==> src/cmld_pkg.sv <==
// Shared types and constants for the COO merge / Laplacian diagonal unit.
package cmld_pkg;

	localparam int ROW_W    = 32;
	localparam int COL_W    = 32;
	localparam int WEIGHT_W = 24;
	localparam int OWNER_W  = 16;
	localparam int VALUE_W  = 32;
	localparam int STATUS_W = 2;
	localparam int WORD_W   = COL_W + VALUE_W + OWNER_W;

	localparam int CFG_IDX_W  = 1;
	localparam int CFG_DATA_W = 7;

	localparam logic [CFG_IDX_W-1:0] REG_WEIGHTED_MODE = 1'd0;
	localparam logic [CFG_IDX_W-1:0] REG_VERTEX_COUNT  = 1'd1;

	localparam logic [CFG_DATA_W-1:0] VERTEX_COUNT_RESET = 7'd8;

	localparam logic [STATUS_W-1:0] STATUS_OK       = 2'd0;
	localparam logic [STATUS_W-1:0] STATUS_NO_DIAG  = 2'd1;
	localparam logic [STATUS_W-1:0] STATUS_OVERFLOW = 2'd2;

	typedef struct packed {
		logic [ROW_W-1:0]           row_id;
		logic [COL_W-1:0]           col_id;
		logic signed [WEIGHT_W-1:0] weight;
		logic [OWNER_W-1:0]         owner;
		logic                       end_of_stream;
	} entry_t;

	typedef struct packed {
		logic [ROW_W-1:0]          out_row;
		logic [COL_W-1:0]          out_col;
		logic signed [VALUE_W-1:0] out_value;
		logic [OWNER_W-1:0]        out_owner;
		logic [STATUS_W-1:0]       status;
		logic                      row_last;
		logic                      stream_last;
	} result_t;

	// controller -> datapath
	typedef struct packed {
		logic capture;     // latch the accepted entry
		logic update;      // merge or store the latched entry
		logic drain_init;  // restart the drain index
		logic rd;          // issue buffer read at the drain index
		logic load;        // move read data into the output register
		logic clear;       // close the open row
		logic stream_end;  // drain belongs to the end of the stream
	} ctrl_cmd_t;

	// datapath -> controller
	typedef struct packed {
		logic flush_old;   // latched entry starts a new row while one is open
		logic eos;         // latched entry ends the stream
		logic last_entry;  // drain index is on the final buffered entry
		logic out_free;    // output register can take a value
	} dp_status_t;

endpackage

==> src/cmld_if.sv <==
// Channel interfaces: entry input, result output and configuration write.
interface cmld_entry_if;
	logic              valid;
	logic              ready;
	cmld_pkg::entry_t  payload;

	modport source (output valid, output payload, input ready);
	modport sink   (input valid, input payload, output ready);
endinterface

interface cmld_result_if;
	logic              valid;
	logic              ready;
	cmld_pkg::result_t payload;

	modport source (output valid, output payload, input ready);
	modport sink   (input valid, input payload, output ready);
endinterface

interface cmld_cfg_if;
	logic                            valid;
	logic                            ready;
	logic [cmld_pkg::CFG_IDX_W-1:0]  index;
	logic [cmld_pkg::CFG_DATA_W-1:0] data;

	modport source (output valid, output index, output data, input ready);
	modport sink   (input valid, input index, input data, output ready);
endinterface

==> src/coo_merge_laplacian_diag_unit.sv <==
// Top level: COO duplicate merge with graph-Laplacian diagonal rewrite.
//
//  channel   dir  handshake      payload
//  entries   in   valid/ready    row_id, col_id, weight, owner, end_of_stream
//  results   out  valid/ready    out_row, out_col, out_value, out_owner, status,
//                                row_last, stream_last
//  cfg       in   valid/ready    index (0 weighted_mode, 1 vertex_count), data
//
// An entry is captured, then merged or stored into the row buffer.
// A row drain takes each buffered entry through the buffer RAM's registered
// read, then the load into the output register; a stalled output holds the drain.
// Entries are refused while a row drains; cfg is always ready.
// Reset clears row state and returns configuration to its defaults; the buffer RAM itself is not cleared.
module coo_merge_laplacian_diag_unit #(
	parameter int ROW_MAX = 32
) (
	input logic          clk,
	input logic          arst_n,
	cmld_entry_if.sink   entries,
	cmld_result_if.source results,
	cmld_cfg_if.sink     cfg
);

	cmld_pkg::ctrl_cmd_t  cmd;
	cmld_pkg::dp_status_t st;
	logic                 in_ready;

	assign entries.ready = in_ready;
	assign cfg.ready     = 1'b1;

	cmld_ctrl u_ctrl (
		.clk      (clk),
		.arst_n   (arst_n),
		.in_valid (entries.valid),
		.in_ready (in_ready),
		.st       (st),
		.cmd      (cmd)
	);

	cmld_datapath #(
		.ROW_MAX (ROW_MAX)
	) u_dp (
		.clk       (clk),
		.arst_n    (arst_n),
		.entry     (entries.payload),
		.cfg_valid (cfg.valid),
		.cfg_index (cfg.index),
		.cfg_data  (cfg.data),
		.cmd       (cmd),
		.st        (st),
		.out_valid (results.valid),
		.out_ready (results.ready),
		.result    (results.payload)
	);

endmodule

==> src/cmld_ram.sv <==
// Generic single-write, single-read RAM with registered read data.
module cmld_ram #(
	parameter int WIDTH = 8,
	parameter int DEPTH = 32
) (
	input  logic                     clk,
	input  logic                     we,
	input  logic [$clog2(DEPTH)-1:0] waddr,
	input  logic [WIDTH-1:0]         wdata,
	input  logic                     re,
	input  logic [$clog2(DEPTH)-1:0] raddr,
	output logic [WIDTH-1:0]         rdata
);

	logic [WIDTH-1:0] mem_q [DEPTH];
	logic [WIDTH-1:0] rdata_q;

	always_ff @(posedge clk) begin
		if (we) begin
			mem_q[waddr] <= wdata;
		end
		if (re) begin
			rdata_q <= mem_q[raddr];
		end
	end

	assign rdata = rdata_q;

endmodule

==> src/cmld_ctrl.sv <==
// Controller: sequences entry capture, row update and row drain.
module cmld_ctrl (
	input  logic                 clk,
	input  logic                 arst_n,
	input  logic                 in_valid,
	output logic                 in_ready,
	input  cmld_pkg::dp_status_t st,
	output cmld_pkg::ctrl_cmd_t  cmd
);

	typedef enum logic [3:0] {
		S_IDLE     = 4'b0001,
		S_UPDATE   = 4'b0010,
		S_DRAIN_RD = 4'b0100,
		S_DRAIN_LD = 4'b1000
	} state_t;

	state_t state_q, state_d;
	logic   eos_phase_q, eos_phase_d;

	assign in_ready = (state_q == S_IDLE);

	always_comb begin
		state_d        = state_q;
		eos_phase_d    = eos_phase_q;
		cmd            = '0;
		cmd.stream_end = eos_phase_q;
		case (state_q)
			S_IDLE: begin
				if (in_valid) begin
					cmd.capture = 1'b1;
					state_d     = S_UPDATE;
				end
			end
			S_UPDATE: begin
				if (st.flush_old) begin
					// old row goes out first, entry is applied afterwards
					cmd.drain_init = 1'b1;
					eos_phase_d    = 1'b0;
					state_d        = S_DRAIN_RD;
				end else begin
					cmd.update = 1'b1;
					if (st.eos) begin
						cmd.drain_init = 1'b1;
						eos_phase_d    = 1'b1;
						state_d        = S_DRAIN_RD;
					end else begin
						state_d = S_IDLE;
					end
				end
			end
			S_DRAIN_RD: begin
				cmd.rd  = 1'b1;
				state_d = S_DRAIN_LD;
			end
			S_DRAIN_LD: begin
				if (st.out_free) begin
					cmd.load = 1'b1;
					if (st.last_entry) begin
						cmd.clear = 1'b1;
						state_d   = eos_phase_q ? S_IDLE : S_UPDATE;
					end else begin
						state_d = S_DRAIN_RD;
					end
				end
			end
			default: begin
				state_d = S_IDLE;
			end
		endcase
	end

	always_ff @(posedge clk or negedge arst_n) begin
		if (!arst_n) begin
			state_q     <= S_IDLE;
			eos_phase_q <= 1'b0;
		end else begin
			state_q     <= state_d;
			eos_phase_q <= eos_phase_d;
		end
	end

endmodule

==> src/cmld_datapath.sv <==
// Datapath: entry register, row state, row buffer, diagonal and output register.
module cmld_datapath #(
	parameter int ROW_MAX = 32
) (
	input  logic                                clk,
	input  logic                                arst_n,
	input  cmld_pkg::entry_t                    entry,
	input  logic                                cfg_valid,
	input  logic [cmld_pkg::CFG_IDX_W-1:0]      cfg_index,
	input  logic [cmld_pkg::CFG_DATA_W-1:0]     cfg_data,
	input  cmld_pkg::ctrl_cmd_t                 cmd,
	output cmld_pkg::dp_status_t                st,
	output logic                                out_valid,
	input  logic                                out_ready,
	output cmld_pkg::result_t                   result
);

	localparam int IDX_W = $clog2(ROW_MAX);
	localparam int CNT_W = $clog2(ROW_MAX + 1);
	localparam logic [CNT_W-1:0] NO_DIAG   = '1;
	localparam logic [CNT_W-1:0] CNT_MAX   = CNT_W'(ROW_MAX);
	localparam logic signed [33:0] SAT_MAX = 34'sd2147483647;
	localparam logic signed [33:0] SAT_MIN = -34'sd2147483648;

	function automatic logic signed [31:0] sat34(input logic signed [33:0] v);
		logic signed [31:0] r;
		if (v > SAT_MAX) begin
			r = 32'sh7FFF_FFFF;
		end else if (v < SAT_MIN) begin
			r = 32'sh8000_0000;
		end else begin
			r = v[31:0];
		end
		return r;
	endfunction

	// configuration
	logic                              wmode_q;
	logic [cmld_pkg::CFG_DATA_W-1:0]   vcount_q;

	// latched entry
	cmld_pkg::entry_t                  item_q;

	// open row state
	logic [cmld_pkg::ROW_W-1:0]        open_row_q;
	logic                              open_q;
	logic [CNT_W-1:0]                  count_q;
	logic [CNT_W-1:0]                  diag_q;
	logic signed [31:0]                sum_q;
	logic                              ovf_q;
	logic [cmld_pkg::COL_W-1:0]        last_col_q;
	logic signed [31:0]                last_val_q;
	logic [cmld_pkg::OWNER_W-1:0]      last_own_q;

	// drain
	logic [CNT_W-1:0]                  k_q;
	logic                              out_valid_q;
	cmld_pkg::result_t                 out_q;

	// buffer
	logic                              ram_we;
	logic [IDX_W-1:0]                  ram_waddr;
	logic [cmld_pkg::WORD_W-1:0]       ram_wdata;
	logic [cmld_pkg::WORD_W-1:0]       ram_rdata;

	logic signed [31:0]                w32;
	logic [cmld_pkg::ROW_W-1:0]        cur_row;
	logic                              merge;
	logic signed [31:0]                merged_val;
	logic signed [31:0]                sum_next;
	logic signed [31:0]                dval;
	logic [cmld_pkg::STATUS_W-1:0]     row_status;
	logic [CNT_W-1:0]                  k_inc;
	logic [cmld_pkg::COL_W-1:0]        rd_col;
	logic signed [31:0]                rd_val;
	logic [cmld_pkg::OWNER_W-1:0]      rd_own;

	assign w32        = {{(32 - cmld_pkg::WEIGHT_W){item_q.weight[cmld_pkg::WEIGHT_W-1]}},
	                     item_q.weight};
	assign cur_row    = open_q ? open_row_q : item_q.row_id;
	assign merge      = (count_q != '0) && (item_q.col_id == last_col_q);
	assign merged_val = sat34({{2{last_val_q[31]}}, last_val_q} + {{2{w32[31]}}, w32});
	assign sum_next   = sat34({{2{sum_q[31]}}, sum_q} + {{2{w32[31]}}, w32});

	// diagonal value and row status, stable while the row drains
	always_comb begin
		if (wmode_q) begin
			dval = sat34(34'sd0 - $signed({27'd0, vcount_q}) - {{2{sum_q[31]}}, sum_q});
		end else begin
			dval = $signed(32'(count_q)) - 32'sd1;
		end
		if (ovf_q) begin
			row_status = cmld_pkg::STATUS_OVERFLOW;
		end else if (diag_q == NO_DIAG) begin
			row_status = cmld_pkg::STATUS_NO_DIAG;
		end else begin
			row_status = cmld_pkg::STATUS_OK;
		end
	end

	// buffer write: weighted merge to the last slot, new column to the next one
	always_comb begin
		ram_we    = 1'b0;
		ram_waddr = count_q[IDX_W-1:0];
		ram_wdata = {item_q.col_id, w32, item_q.owner};
		if (cmd.update) begin
			if (merge) begin
				ram_we    = wmode_q;
				ram_waddr = IDX_W'(count_q - CNT_W'(1));
				ram_wdata = {last_col_q, merged_val, last_own_q};
			end else if (count_q < CNT_MAX) begin
				ram_we = 1'b1;
			end
		end
	end

	cmld_ram #(
		.WIDTH (cmld_pkg::WORD_W),
		.DEPTH (ROW_MAX)
	) u_buf (
		.clk   (clk),
		.we    (ram_we),
		.waddr (ram_waddr),
		.wdata (ram_wdata),
		.re    (cmd.rd),
		.raddr (k_q[IDX_W-1:0]),
		.rdata (ram_rdata)
	);

	assign rd_col = ram_rdata[cmld_pkg::WORD_W-1 -: cmld_pkg::COL_W];
	assign rd_val = ram_rdata[cmld_pkg::VALUE_W + cmld_pkg::OWNER_W - 1 -: cmld_pkg::VALUE_W];
	assign rd_own = ram_rdata[cmld_pkg::OWNER_W-1:0];
	assign k_inc  = k_q + CNT_W'(1);

	always_ff @(posedge clk or negedge arst_n) begin
		if (!arst_n) begin
			wmode_q  <= 1'b0;
			vcount_q <= cmld_pkg::VERTEX_COUNT_RESET;
		end else if (cfg_valid) begin
			case (cfg_index)
				cmld_pkg::REG_WEIGHTED_MODE: wmode_q  <= cfg_data[0];
				cmld_pkg::REG_VERTEX_COUNT:  vcount_q <= cfg_data;
				default: begin
				end
			endcase
		end
	end

	always_ff @(posedge clk) begin
		if (cmd.capture) begin
			item_q <= entry;
		end
		if (cmd.update) begin
			if (merge) begin
				if (wmode_q) begin
					last_val_q <= merged_val;
				end
			end else if (count_q < CNT_MAX) begin
				last_col_q <= item_q.col_id;
				last_val_q <= w32;
				last_own_q <= item_q.owner;
			end
		end
		if (cmd.load) begin
			out_q.out_row     <= open_row_q;
			out_q.out_col     <= rd_col;
			out_q.out_value   <= (k_q == diag_q) ? dval : rd_val;
			out_q.out_owner   <= rd_own;
			out_q.status      <= row_status;
			out_q.row_last    <= st.last_entry;
			out_q.stream_last <= st.last_entry & cmd.stream_end;
		end
	end

	always_ff @(posedge clk or negedge arst_n) begin
		if (!arst_n) begin
			open_row_q  <= '0;
			open_q      <= 1'b0;
			count_q     <= '0;
			diag_q      <= NO_DIAG;
			sum_q       <= '0;
			ovf_q       <= 1'b0;
			k_q         <= '0;
			out_valid_q <= 1'b0;
		end else begin
			if (cmd.update) begin
				open_q     <= 1'b1;
				open_row_q <= cur_row;
				if (merge) begin
					if (wmode_q) begin
						sum_q <= sum_next;
					end
				end else if (count_q < CNT_MAX) begin
					if (item_q.col_id == cur_row) begin
						diag_q <= count_q;
					end
					count_q <= count_q + CNT_W'(1);
					sum_q   <= sum_next;
				end else begin
					ovf_q <= 1'b1;
				end
			end
			if (cmd.drain_init) begin
				k_q <= '0;
			end else if (cmd.load) begin
				k_q <= k_inc;
			end
			if (cmd.clear) begin
				open_q  <= 1'b0;
				count_q <= '0;
				diag_q  <= NO_DIAG;
				sum_q   <= '0;
				ovf_q   <= 1'b0;
			end
			if (cmd.load) begin
				out_valid_q <= 1'b1;
			end else if (out_ready) begin
				out_valid_q <= 1'b0;
			end
		end
	end

	assign st.flush_old  = open_q && (count_q != '0) && (item_q.row_id != open_row_q);
	assign st.eos        = item_q.end_of_stream;
	assign st.last_entry = (k_inc == count_q);
	assign st.out_free   = !out_valid_q || out_ready;

	assign out_valid = out_valid_q;
	assign result    = out_q;

endmodule
==> src/flat_wrapper.sv <==
// flat-port wrapper written by rule: the top's interface ports become plain ports
module coo_merge_laplacian_diag_unit_flat 
#(
	parameter int ROW_MAX = 32
)
  (clk, arst_n, entries_valid, entries_payload, entries_ready, results_valid, results_payload, results_ready, cfg_valid, cfg_index, cfg_data, cfg_ready);
  cmld_entry_if entries_i ();
  cmld_result_if results_i ();
  cmld_cfg_if cfg_i ();
  input logic clk;
  input logic arst_n;
  input wire logic [$bits(entries_i.valid)-1:0] entries_valid;
  input wire logic [$bits(entries_i.payload)-1:0] entries_payload;
  output wire logic [$bits(entries_i.ready)-1:0] entries_ready;
  output wire logic [$bits(results_i.valid)-1:0] results_valid;
  output wire logic [$bits(results_i.payload)-1:0] results_payload;
  input wire logic [$bits(results_i.ready)-1:0] results_ready;
  input wire logic [$bits(cfg_i.valid)-1:0] cfg_valid;
  input wire logic [$bits(cfg_i.index)-1:0] cfg_index;
  input wire logic [$bits(cfg_i.data)-1:0] cfg_data;
  output wire logic [$bits(cfg_i.ready)-1:0] cfg_ready;
  assign entries_i.valid = entries_valid;
  assign entries_i.payload = entries_payload;
  assign entries_ready = entries_i.ready;
  assign results_valid = results_i.valid;
  assign results_payload = results_i.payload;
  assign results_i.ready = results_ready;
  assign cfg_i.valid = cfg_valid;
  assign cfg_i.index = cfg_index;
  assign cfg_i.data = cfg_data;
  assign cfg_ready = cfg_i.ready;
  coo_merge_laplacian_diag_unit #(.ROW_MAX(ROW_MAX)) u_core (.clk(clk), .arst_n(arst_n), .entries(entries_i), .results(results_i), .cfg(cfg_i));
endmodule
==> config.mk <==
export PLATFORM = sky130hd
export DESIGN_NAME = coo_merge_laplacian_diag_unit_flat
export DESIGN_NICKNAME = d
export VERILOG_FILES = /design/src/cmld_pkg.sv /design/src/cmld_if.sv /design/src/coo_merge_laplacian_diag_unit.sv /design/src/cmld_ram.sv /design/src/cmld_ctrl.sv /design/src/cmld_datapath.sv /design/src/flat_wrapper.sv
export SDC_FILE = /design/constraint.sdc
export NUM_CORES = 2
export LEC_CHECK = 0
export BUFFER_PORTS_ARGS = -buffer_cell sky130_fd_sc_hd__buf_2
export CAP_MARGIN = 20
export CORE_MARGIN = 5
export CORE_UTILIZATION = 35
export CTS_CLUSTER_SIZE = 10
export DETAILED_ROUTE_END_ITERATION = 8
export PLACE_DENSITY_LB_ADDON = 0.1
export SYNTH_ARGS = -nofsm -noshare
export SYNTH_HDL_FRONTEND = slang
export SYNTH_SLANG_ARGS = --single-unit
==> constraint.sdc <==
create_clock -name clk -period 22 [get_ports clk]
set_input_delay 0 -clock clk [delete_from_list [all_inputs] [get_ports clk]]
set_output_delay 0 -clock clk [all_outputs]
set_load 0.02 [all_outputs]
# [Word-level counts from Yosys, hierarchy flattened]
# Memories as Yosys holds them, arrays and structs flattened. A register that Yosys moved wholly into a read port is not among the register bits.
# Cells that the tools add are included.
[totals] ramBits=2560 memories=1 ff_bits=399 inputBits=118 rom_bits=0 latchBits=0 output_inout_bits=119
[op_classes] n_addsub=8 n_reduce_logical=24 div_mod_pow=0 n_eq_ne=16 bitwise_logic=3 n_mul=0 n_mux=65 shifts=0 n_lt_le_gt_ge=7
[mem_list] name="u_core.u_dp.u_buf.mem_q" depth=32 width=80 rd=1 rd_ports_with_merged_regs=1 wr=1 line="cmld_ram.sv:15" rtl="logic [WIDTH-1:0] mem_q [DEPTH];"
[ops] operator="$mux W32" count=17
[ops] operator="$mux W80" count=2
[ops] operator="$gt A33 B32 Y1 const B" count=3
[ops] operator="$lt A33 B32 Y1 const B" count=3
[ops] operator="$add A32 B24 Y33" count=2
[ops] operator="$mux W6" count=11
[ops] operator="$eq A32 B32 Y1" count=2
[ops] operator="$sub A8 B32 Y33" count=1
[ops] operator="$ne A32 B32 Y1" count=1
[ops] operator="$mux W1" count=23
[ops] operator="$pmux W4 S4" count=1
[ops] operator="$reduce_and A3 Y1" count=5
[ops] operator="$reduce_bool A2 Y1" count=7
[ops] operator="$add A6 B1 Y6 const B" count=2
[ops] operator="$eq A6 B6 Y1" count=2
[ops] operator="$mux W4" count=3
[ops] operator="$mux W5" count=2
[ops] operator="$mux W2" count=4
[ops] operator="$reduce_and A2 Y1" count=4
[ops] operator="$sub A1 B7 Y8 const A" count=1
[ops] operator="$sub A6 B1 Y7 const B" count=1
[ops] operator="$eq A6 B6 Y1 const B" count=1
[ops] operator="$lt A6 B6 Y1 const B" count=1
[ops] operator="$mux W3" count=2
[ops] operator="16 further kinds" count=22

# [Depth between registers and ports, before layout]
[depth] ltp_word=8 mapped_depth=16 mapped_depth_nobuf=14

# [Cells and area by module]
# A second synthesis with hierarchy kept.
[unflattened] hier_cells=6592 hier_area_um2=121371.4
[modules_own_cells] mod="cmld_ram" cells_per_inst=4683 area_per_inst_um2=99705.6 instances=1 seq_area_each_um2=79276.0
[modules_own_cells] mod="cmld_datapath" cells_per_inst=1872 area_per_inst_um2=21306.7 instances=1 seq_area_each_um2=11374.7
[modules_own_cells] mod="cmld_ctrl" cells_per_inst=35 area_per_inst_um2=347.8 instances=1 seq_area_each_um2=126.4
[modules_own_cells] mod="coo_merge_laplacian_diag_unit" cells_per_inst=2 area_per_inst_um2=11.3 instances=1 seq_area_each_um2=0.0

# [Least setup slack after synthesis]
# OpenSTA, ideal clock, no wires.
[synth_path] path_type="register -> register" from="register u_core.u_ctrl.state_q[1]" to="register u_core.u_ctrl.state_q[1]" arrival_time_ns=9.796 t_required_ns=21.932 path_slack_ns=12.136 setup_ns=0.068 path_stages_with_launch=5 n_path_buf=0 cell_sequence="dfrtp_1 > nor4b_1 > nor3_1 > a21oi_1 > o21a_1"
[synth_via] elab_chain_len=3 elab_cells_between_ends=8 classes_between="eq/ne (6); mux (1); reduce/logical (1)"
[synth_rtl] item="start, declared" line="cmld_ctrl.sv:18" rtl="state_t state_q, state_d;"
[synth_rtl] item="start signal, assigned" line="cmld_ctrl.sv:78" rtl="state_q <= state_d;"
[synth_rtl] item="$eq A4 B4 Y1 / $eq A4 B1 Y1 (equally long branches)" line="cmld_ctrl.sv:28" rtl="case (state_q)"
[synth_rtl] item="$ne A2 B1 Y1 (no source line) / $ne A2 B2 Y1 (equally long branches)"
[synth_rtl] item="$reduce_and A2 Y1 (no source line)"
# Parallel ways exist; a longest one is shown, timed or not.
# A chain may end at the register's enable or synchronous reset.

# [Worst setup path after layout]
[layout_path] from="register u_core.u_dp.count_q[4]" to="memory u_core.u_dp.u_buf.mem_q[30][4] (netlist name) (enable)"
[layout_via] elab_chain_len=8 elab_cells_between_ends=15 classes_between="add/sub (1); order compare (1); mux (9); reduce/logical (4)"
[layout_rtl] item="start, declared" line="cmld_datapath.sv:47" rtl="logic [CNT_W-1:0] count_q;"
[layout_rtl] item="start signal, assigned" line="cmld_datapath.sv:197" rtl="count_q <= count_q + CNT_W'(1);"
[layout_rtl] item="branches (longest 8 deep; another with $lt A6 B6 Y1)"
[layout_rtl] item="end, declared" line="cmld_ram.sv:15"
# Several ways; the timed one is not identified.

==> impl_metrics.ini <==
[run_status]
status = finished, final reports clean

[cells_and_area]
multi_input_area_sq_mm = 0.02945
finalNonFillerCells = 11230
fillers = 30390
layout-drive-gt1-share = 0.2874
final_cell_area_sq_mm = 0.1422
finalNetCount = 6704
syn2layout_area_growth_pct = 17.17
seq_area_sq_mm = 0.09080

[timing]
finalHoldViolCount = 0
fmax_mhz = 157.2
fin_skew_ps = 68.95
slew_violations = 0
tns_ps = 0
post-route-min-period_ps = 6363
finalCritPeriodShare = 0.2892
tightest_slew_ps = 1170
slew_headroom = 0.2197
rsz0062_at_grt = no
timing.hold.ws_ps = 221.6
setup_viol = 0

[worst_setup_path]
setup.worst_path.end_class = flip-flop
path_max_fanout = 38
critPathKind = flip-flop to flip-flop
max_stage_delay_ps = 830
critPathTopFamily = buffers and inverters
cp_num_buf_inv = 4
startpoint_type = flip-flop
worst_path_max_delay_cell = dfrtp_1
cpMostUsedCell = buf_4
path_cells = inv_1 > nand4_1 > nand2_1 > nor3_4 > buf_4 > nor3b_4 > buf_4 > nand3_1 > o21ai_0 > a32oi_1 > nor2_4 > buf_4
critical_path_arrival_ps = 6850
critPathRequiredTime_ps = 22490

[pwr]
switching_power_mw = 3.287
p_seq_frac = 0.498
combPwrFrac = 0.114
netSwitchingFraction = 0.2413
p_leak_nw = 44.91
ir_drop_mv = 0.06302
p_clk_frac = 0.389
p_per_area_mw_per_mm2 = 95.85
p_int_mw = 10.34

[global_route]
antenna_found_initial = 35
grt_max_degree = 119
grt_pass1_wl_mm = 500.4
grt_pass1_vias = 62500
track_usage = 0.1979
grt-ovfl-total = 0

[cts]
cts_root_buf = clkbuf_16
htreeDepth = 5
ctsHoldBuffers = 241
cts_sinks = 3039
cts_buffers = 357
path_clk_slew_ps = 50
clock_latency_ps = 940
cts_resized = 0
cts_buffer_depth = 4
cts_tree = built
postCtsSetupBuffers = 0

[detailed_routing]
num_vias = 60640
final_antenna_net_count = 0
via_per_inst = 5.400
drtPass1Iterations = 8
drc = 0
drt_iter0_drc = 5221
wirelength_mm = 360.6
routedWlPerCell_microns = 32.11

[synthesis]
netlist_instances = 5731
synth_async_sr_flop_share = 0.03225
synthTopCellsByCount = 2941 x edfxtp_1, 800 x mux4_2, 212 x clkbuf_1
syn-cell-area_sq_mm = 0.1213
synthTopCellsByArea = edfxtp_1 73%, mux4_2 15%, dfrtp_1 1.9%
avgSynthCellArea_sq_um = 21.17
synth.largest_area_cell = edfxtp_1
syn-num-nets = 5953
synth_edf_count = 2941
synth_seq_cells = 3039
synthFlopType = edfxtp_1
synth.distinct_cells = 104
yosys_warnings = 0
yosysMostFrequentCell = edfxtp_1
seq_area_frac_synth = 0.7483
yosysTopAreaCellShare = 0.7280

[place]
dp_hpwl_mm = 210.2
gp_congestion = 0.8109
post_dp_cell_area_sq_mm = 0.1292
dp.cells = 10440
numPortBuffers = 235

[worst_hold_path]
hold_class = input pin to async pin

[die]
ios = 237
die_x_microns = 598.8
dieHeight_microns = 598.8
die_area_sq_mm = 0.3585
rows = 216
coreArea_sq_mm = 0.3457
start_util = 0.3510

[run]
cap_violations = 0
-- final cells by class --
| type | count | share of cell area |
|---|---|---|
| Tap cell | 4578 | 0.04030 |
| Multi-Input combinational cell | 2308 | 0.2072 |
| Clock inverter | 51 | 0.003248 |
| Sequential cell | 3039 | 0.6387 |
| Timing Repair Buffer | 691 | 0.04081 |
| Antenna cell | 15 | 0.0002641 |
| Clock buffer | 461 | 0.06721 |
| Inverter | 85 | 0.002262 |
-- sequential cells by signal, indices dropped and copies added, names as in the netlist, 4 cells and up --
signal,cells
u_core.u_dp.k_q,6
u_core.u_dp.last_val_q,32
u_core.u_dp.item_q,104
u_core.u_dp.vcount_q,7
u_core.u_dp.last_col_q,32
u_core.u_dp.last_own_q,16
u_core.u_dp.result,116
u_core.u_ctrl.state_q,4
u_core.u_dp.u_buf.mem_q,2560
u_core.u_dp.diag_q,6
u_core.u_dp.u_buf.rdata,80
u_core.u_dp.open_row_q,32
u_core.u_dp.count_q,6
u_core.u_dp.sum_q,32
-- cells by family after synthesis --
| kind of cell | share of synthesized area |
|---|---|
| AOI/OAI and AO/OA | 0.02645 |
| and+or+nand+nor | 0.02189 |
| DFF | 0.7483 |
| muxes | 0.1647 |
| buffers and inverters | 0.01274 |
| xor gates and xnor gates | 0.01480 |
| adders and majority gates | 0.01116 |
| other | 0.00003091 |
-- stage by stage --
| step | utilization | worst slack, ps | total power [mW] |
|---|---|---|---|
| 3_3_place_gp | 0.3731 | 15110 | 8.389 |
| 6_report | 0.4112 | 15640 | 13.63 |
| 4_1_cts | 0.4099 | 15540 | 13.79 |
| 2_1_floorplan | - | 12140 | 7.822 |
| 5_1_grt | 0.4111 | 15270 | 14.15 |
| 3_5_place_dp | 0.3739 | 15610 | 8.415 |
-- power groups by stage --
stage                     Combinational, mW  Clock, mW  Sequential [mW]
after floorplan                       0.946          0             6.88
after global placement                 1.45          0             6.93
after detailed placement               1.48          0             6.94
after CTS                              1.52       5.45             6.82
after global routing                   1.68       5.69             6.79
final                                  1.55       5.30             6.78
-- path summary, 6_finish.rpt --
check	startpoint	end	slack, ps	cells past startpoint
worst max-delay path	u_core.u_dp.count_q[4]	u_core.u_dp.u_buf.mem_q[30][4]	15640	12
worst min-delay path	arst_n	u_core.u_dp.vcount_q[3]	220	3
worst max register to register	u_core.u_dp.count_q[4]	u_core.u_dp.u_buf.mem_q[30][4]	15640	12
worst min register to register	u_core.u_dp.u_buf.rdata[48]	u_core.u_dp.result[52]	410	0
max in group asynchronous	arst_n	u_core.u_dp.k_q[0]	20800	4
min in group clk	entries_valid	u_core.u_dp.item_q[74]	270	3
-- cell usage in the layout (no fill, tap or decap), types with 83 or more instances in the layout --
cell type / netlist / routed
nor2_1: 116 / 98
ha_1: 101 / 101
o21ai_0: 100 / 92
mux4_2: 800 / 800
inv_1: 84 / 83
dfrtp_1: 90 / 84
clkbuf_16: 0 / 365
mux2_2: 138 / 138
buf_2: 27 / 235
dlygate4sd3_1: 0 / 240
xnor2_1: 107 / 107
xor2_1: 98 / 98
clkbuf_1: 212 / 90
a21oi_1: 144 / 144
buf_4: 3 / 183
nand2_1: 153 / 153
edfxtp_1: 2941 / 2941
-- worst min-delay path: cells and delay by family --
family,cells,cell delay [ps]
buf+inv,3,1260
-- per-layer routing --
layer  track usage  up-vias  share of wire
li1              -    25310              -
met1        0.2806    33040           0.44
met2        0.3092     1812           0.46
met3       0.05157      452          0.073
met4       0.04291       20          0.022
met5             0        -        0.00035
Note: power is estimated with default switching activity, not from simulation.
